### src/sv/demand_limit_pi_controller_macros.svh
// Assertion macros for the demand-limit PI controller.
`ifndef DEMAND_LIMIT_PI_CONTROLLER_MACROS_SVH
`define DEMAND_LIMIT_PI_CONTROLLER_MACROS_SVH

// Assert that a condition implies a consequence in the same cycle.
`define DLPI_ASSERT_IMPL(label, clk, rst_n, cond, cons, msg) \
  label: assert property (@(posedge clk) disable iff (!rst_n) (cond) |-> (cons)) \
    else $error(msg);

// Assert that a condition implies a consequence in the next cycle.
`define DLPI_ASSERT_NEXT(label, clk, rst_n, cond, cons, msg) \
  label: assert property (@(posedge clk) disable iff (!rst_n) (cond) |=> (cons)) \
    else $error(msg);

`endif

### src/sv/dlpi_pkg.sv
// Shared types and constants of the demand-limit PI controller.
`default_nettype none
package dlpi_pkg;

  localparam int unsigned WindowDepth = 1024;
  localparam int unsigned PtrW = $clog2(WindowDepth);
  localparam int unsigned CntW = PtrW + 1;
  localparam int unsigned SumW = 15 + CntW;
  localparam int unsigned IntegW = 24;
  localparam int unsigned CfgIdxW = 3;
  localparam int unsigned CfgDataW = 24;

  localparam logic [CfgIdxW-1:0] RegWindowLen = 3'd0;
  localparam logic [CfgIdxW-1:0] RegTarget = 3'd1;
  localparam logic [CfgIdxW-1:0] RegPropGain = 3'd2;
  localparam logic [CfgIdxW-1:0] RegIntegGain = 3'd3;
  localparam logic [CfgIdxW-1:0] RegIntegLimit = 3'd4;
  localparam logic [CfgIdxW-1:0] RegRampStep = 3'd5;

  // Commands from the controller to the datapath.
  typedef struct packed {
    logic load;       // capture the item and read the oldest sample
    logic div1_start; // divide old sum by old count
    logic update;     // update window, start second division
    logic mul_p;      // form the proportional product
    logic mul_i;      // form the integral product
    logic finish;     // finish the control law and load the result
    logic fault;      // load the fault result
  } dp_cmd_t;

  // Status from the datapath to the controller.
  typedef struct packed {
    logic fault_item;
    logic div_busy;
  } dp_sts_t;

endpackage
`default_nettype wire

### src/sv/dlpi_ctrl.sv
// Controller state machine and output valid of the demand-limit PI controller.
`default_nettype none
module dlpi_ctrl (
  input  wire logic              clk_i,
  input  wire logic              rst_ni,
  input  wire logic              in_valid_i,
  output logic                   in_stall_o,
  output logic                   out_valid_o,
  input  wire logic              out_stall_i,
  input  wire dlpi_pkg::dp_sts_t sts_i,
  output dlpi_pkg::dp_cmd_t      cmd_o
);
  typedef enum logic [6:0] {
    StIdle  = 7'b0000001,
    StCheck = 7'b0000010,
    StDiv1  = 7'b0000100,
    StUpd   = 7'b0001000,
    StMulP  = 7'b0010000,
    StDiv2  = 7'b0100000,
    StFin   = 7'b1000000
  } state_e;

  state_e state_q, state_d;
  logic   ov_q, ov_d;
  logic   in_acc, out_free;

  assign out_free   = !ov_q || !out_stall_i;
  assign in_stall_o = (state_q != StIdle);
  assign in_acc     = in_valid_i && (state_q == StIdle);

  always_comb begin
    state_d = state_q;
    cmd_o   = '0;
    ov_d    = ov_q && out_stall_i;
    case (state_q)
      StIdle: begin
        if (in_acc) begin
          cmd_o.load = 1'b1;
          state_d = StCheck;
        end
      end
      StCheck: begin
        if (sts_i.fault_item) begin
          if (out_free) begin
            cmd_o.fault = 1'b1;
            ov_d = 1'b1;
            state_d = StIdle;
          end
        end else begin
          cmd_o.div1_start = 1'b1;
          state_d = StDiv1;
        end
      end
      StDiv1: begin
        if (!sts_i.div_busy) begin
          state_d = StUpd;
        end
      end
      StUpd: begin
        cmd_o.update = 1'b1;
        state_d = StMulP;
      end
      StMulP: begin
        cmd_o.mul_p = 1'b1;
        cmd_o.mul_i = 1'b1;
        state_d = StDiv2;
      end
      StDiv2: begin
        if (!sts_i.div_busy) begin
          state_d = StFin;
        end
      end
      StFin: begin
        if (out_free) begin
          cmd_o.finish = 1'b1;
          ov_d = 1'b1;
          state_d = StIdle;
        end
      end
      default: state_d = StIdle;
    endcase
  end

  always_ff @(posedge clk_i or negedge rst_ni) begin
    if (!rst_ni) begin
      state_q <= StIdle;
      ov_q    <= 1'b0;
    end else begin
      state_q <= state_d;
      ov_q    <= ov_d;
    end
  end

  assign out_valid_o = ov_q;
endmodule
`default_nettype wire

### config.mk
export PLATFORM = sky130hd
export DESIGN_NAME = dlpi_ctrl
export DESIGN_NICKNAME = d
export VERILOG_FILES = /design/src/sv/demand_limit_pi_controller_macros.svh /design/src/sv/dlpi_pkg.sv /design/src/sv/dlpi_ctrl.sv
export SDC_FILE = /design/constraint.sdc
export NUM_CORES = 1
export LEC_CHECK = 0
export ABC_AREA = 1
export BUFFER_PORTS_ARGS = -buffer_cell sky130_fd_sc_hd__buf_4
export CAP_MARGIN = 25
export CORE_AREA = 2 2 39 41
export CTS_BUF_LIST = sky130_fd_sc_hd__clkbuf_4 sky130_fd_sc_hd__clkbuf_8 sky130_fd_sc_hd__clkbuf_16
export DETAILED_ROUTE_END_ITERATION = 10
export DIE_AREA = 0 0 41 43
export GPL_TIMING_DRIVEN = 0
export PLACE_DENSITY = 0.66
export SYNTH_ARGS = -nofsm -noshare
export SYNTH_HDL_FRONTEND = slang
export SYNTH_SLANG_ARGS = --single-unit
### constraint.sdc
create_clock -name clk_i -period 1.9 [get_ports clk_i]
set_input_delay 0.095 -clock clk_i [delete_from_list [all_inputs] [get_ports clk_i]]
set_output_delay 0.095 -clock clk_i [all_outputs]
set_load 0.01 [all_outputs]
# --- Word-level counts from Yosys, hierarchy flattened ---
# Cells that the tools add are included.
totals:
  ff_bits: 8
  inputBits: 6
  word_cells: 38
op_classes:
  n_eq_ne: 11
  muxes: 19
  reduce_logical: 6
op_table:
  columns: ["cell", "n"]
  rows:
  - ["7-bit case mux with 7 select lines", 1]
  - ["7-bit two-way mux", 5]
  - ["1-bit two-way mux", 11]
  - ["7-bit by 1-bit equality test with 1-bit output, second input constant", 1]
  - ["7-bit by 2-bit equality test with 1-bit output, second input constant", 1]
  - ["7-bit by 3-bit equality test with 1-bit output, second input constant", 1]
  - ["7-bit by 4-bit equality test with 1-bit output, second input constant", 1]
  - ["7-bit by 5-bit equality test with 1-bit output, second input constant", 1]
  - ["7-bit by 6-bit equality test with 1-bit output, second input constant", 1]
  - ["7-bit equality test, second input constant", 1]
  - ["7-bit by 1-bit != test with 1-bit output, second input constant", 1]
  - ["2-bit != test, second input constant", 3]
  - ["3-bit AND reduction", 1]
  - ["1-bit logical AND", 2]
  - ["1-bit logical NOT", 2]
  - ["2-bit two-way mux", 1]
  - ["1-bit case mux with 2 select lines", 1]
  - ["1-bit logical OR", 1]

# --- Depth between registers and ports, before layout ---
depth:
  word_depth: 5
  depth_mapped: 9
  depth_no_buf: 9

# --- Worst setup path after synthesis ---
# OpenSTA, ideal clock, no wires.
synth_timing:
  path_kind: "register to register"
  from: "register state_q[0]"
  to: "register state_q[3]"
  setup_time_ns: 0.114
  arrival_ns: 1.071
  required_time_ns: 1.786
  setup_slack_ns: 0.715
  path_stages_with_launch: 10
  synth_period_minus_slack_ns: 1.185
  path_cell_list: "dfstp_2 > nor2_1 > nand2_2 > inv_1 > nand2_1 > nand2_1 > nor2_1 > nand2_2 > nand2_2 > nor2_2"
synth_between:
  elab_chain_cells: 4
  elab_cells_between_ends: 13
  cone_classes: "10 x eq/ne; 1 x mux; 2 x reduce/logical"
synth_rtl:
  columns: ["element", "line", "text"]
  rows:
  - ["from (decl)", "dlpi_ctrl.sv:23", "state_e state_q, state_d;"]
  - ["from (signal assigned)", "dlpi_ctrl.sv:86", "state_q <= StIdle;"]
  - ["from (signal assigned)", "dlpi_ctrl.sv:89", "state_q <= state_d;"]
  - ["7-bit by 1-bit equality test with 1-bit output", "dlpi_ctrl.sv:29, dlpi_ctrl.sv:35", null]
  - ["1-bit logical AND", "dlpi_ctrl.sv:29", "assign in_acc = in_valid_i && (state_q == StIdle);"]
  - ["2-bit != test (no line)", null, null]
  - ["3-bit AND reduction (no line)", null, null]
# Several ways; a longest one is shown, not always the timed one.
# A chain may end at the register's enable or synchronous reset.

==> results.cfg <==
[run_status]
outcome = finished, final reports clean

[clocking]
cts_max_level = 1
cts_tree = built
cts_buffer_depth = 2
cts_buffers = 3
cts_resized = 0
ctsRootBufferMaster = clkbuf_4
clk_latency_ns = 0.27
clkSlewWorstSetupHoldPaths_ns = 0.06
clock-sinks = 8

[synth]
synthCells = 84
netlist.area_leader.share = 0.315
synth-seq-cells = 8
muxShareOfSynthArea = 0
synth_ff_type = dfrtp_1
synth_simple_gate_area_frac = 0.472
async_flop_share = 1.00
synth_xor_area_frac = 0
synthAdderAreaFrac = 0
synth_compound_area_frac = 0.0382
synth_area_leaders = dfrtp_1 (31%), nand2_1 (11%), inv_1 (9.4%)
synth_top_family_by_area = simple AND/OR/NAND/NOR gates
synthDistinctLibCells = 17
synth_edf_count = 0
netlist.top_cell.by_area = dfrtp_1
synth_fp_nets = 90
syn_area_um2 = 557
synth_most_common_cell = nand2_1
yosysSeqAreaShare = 0.362
ys_warn_count = 0
synth.avg_cell_area_um2 = 6.63
synth_commonest_cells = nand2_1 (16), inv_1 (14), nor2_1 (14), nand3_1 (8)

[layout]
num_antenna_cells = 0
syn_to_final_growth_pct = 29.7
finalInstanceArea_um2 = 722
layout-drive-gt1-share = 0.359
num-nets-final = 110

[critical_path]
r2r-start = state_q[0]
end_kind = output pin
cpLargestDelayFamily = simple AND/OR/NAND/NOR gates
critPathSlowestCell = dfrtp_1
cpMostUsedCell = nor2_1
crit_arrival_ns = 1.41
reg2reg_slack_ns = 0.63
critical-path-max-stage-delay_ns = 0.41
path_cells = nor2_1 > nand2_2 > nor2_1 > inv_1 > nor2_1 > buf_4
critical_path.endpoint = cmd_o[1]
reg2reg_depth = 9
crit_cells = 6
critPathKind = reg2out
path_buf_inv = 2
required_ns = 1.80
cp-start-kind = flip-flop
rr_endpoint = state_q[3]
setup.worst_path.start = state_q[1]
path_max_fanout = 5

[global_routing]
antenna_found_initial = 0
grt_max_degree = 9
gr-usage-all-layers = 0.169
use_met3 = 0.0314
grt_pass1_vias = 512
met2_usage = 0.250
grt_pass1_wl_um = 1980
grt_most_used_layer = met2
met1_usage = 0.227
grt_remaining_overflow = 0

[timing]
rsz0062_at_grt = no
timing.slew.headroom = 0.860
finalClockSkew_ns = 0.0148
finalHoldViolCount = 0
tightestPinTransition_ns = 0.209
period_needed_ns = 1.50
setup_tns_ns = 0
finalCritPeriodShare = 0.791
setup_violations = 0
clock.fmax_ghz = 0.666
slew_violations = 0

[die]
num_rows = 14
dieArea_mm2 = 0.00176
pin_count = 15
die_y_um = 43
core-area_mm2 = 0.00138
die_w_um = 41
initial_core_util = 0.402

[routing]
drtIter0Drc = 5
drc = 0
wire_per_inst_um = 9.60
post_drt_via_cell_ratio = 4.64
num_vias = 552
ant_nets = 0
drtPass1Iterations = 4
finalWirelength_um = 1140

[placed_design]
place_congestion = 0.787
dp_hpwl_um = 946
place_area_um2 = 682
port-buffer-count = 14

[power]
p_leak_nw = 0.425
vdd_ir_drop_max_mv = 0.549
p_per_area_mw_per_mm2 = 1030
fin_total_pwr_uw = 745

[job]
cap_violations = 0

[worst_hold_path]
hold_path_class = in2reg
## metrics by stage
stage / cells / util / hold slack, ns / setup WS, ns
after global routing: 119 / 0.522 / 0.0853 / 0.227
after CTS: 119 / 0.522 / 0.0692 / 0.385
after global placement: 114 / 0.493 / -0.0831 / 0.634
after detailed placement: 114 / 0.493 / -0.0819 / 0.634
final: 119 / 0.522 / 0.0680 / 0.398
after floorplan: 84 / - / -0.201 / 0.715
## logic make-up after synthesis
family,count (synthesis)
flops,8
buf+inv,18
simple gates,54
compound gates,4
## metal layers
metal	wire [µm]	part of all wire
met3	71	0.062
met5	0	0
met4	16	0.014
met1	502	0.44
met2	552	0.48
## power breakdown
group	leakage, nW	internal [mW]	total, mW	switching (mW)
clock network	0.0184	0.0949	0.157	0.0622
logic	0.300	0.139	0.351	0.212
registers	0.106	0.211	0.237	0.0260
## state kept, by name (all words and copies together), names as in the netlist
signal	flops
state_q	7
out_valid_o	1
## repair_timing
action | 4_1_cts | 5_1_grt
hold endpoints to repair | 8 | 0
buffers inserted | 0 | 0
hold buffers | 1 | 0
## cell type report
cell class	count	area, µm²
plain buffers	1	7.51
clock buffers	4	30.0
fillers	146	662
inverters	17	63.8
multi-input cells	58	284
flip-flops and latches	8	201
well taps	16	20.0
repair buffers	15	115
## layout by cell type (no fill, tap or decap)
cell type	n
nand2_2	7
nor2_1	14
dfrtp_1	7
buf_4	15
nor3_2	1
nand3b_1	1
dfstp_2	1
o21ai_0	1
clkbuf_4	4
nor2_2	5
a21oi_1	2
nand4_1	1
dlygate4sd3_1	1
a31oi_1	1
inv_2	3
nand2_1	16
nand3_1	8
nor2_4	1
inv_1	14
## how the worst min path moves through the flow
stage / start / endpoint / cells past startpoint
after global routing: out_stall_i / out_valid_o / 3
after global placement: rst_ni / state_q[4] / 1
after detailed placement: rst_ni / state_q[4] / 1
after CTS: out_stall_i / out_valid_o / 3
after floorplan: rst_ni / out_valid_o / 0
final: out_stall_i / out_valid_o / 3
## worst reg2reg max path: stages, from the launching register on
cell,delay (ns)
dfstp_2,0.53
nor2_1,0.05
nand2_2,0.11
inv_1,0.05
nand2_1,0.09
nand2_1,0.06
nor2_1,0.11
nand2_2,0.08
nand2_2,0.06
nor2_2,0.03
Note: power is estimated with default switching activity, not from simulation.
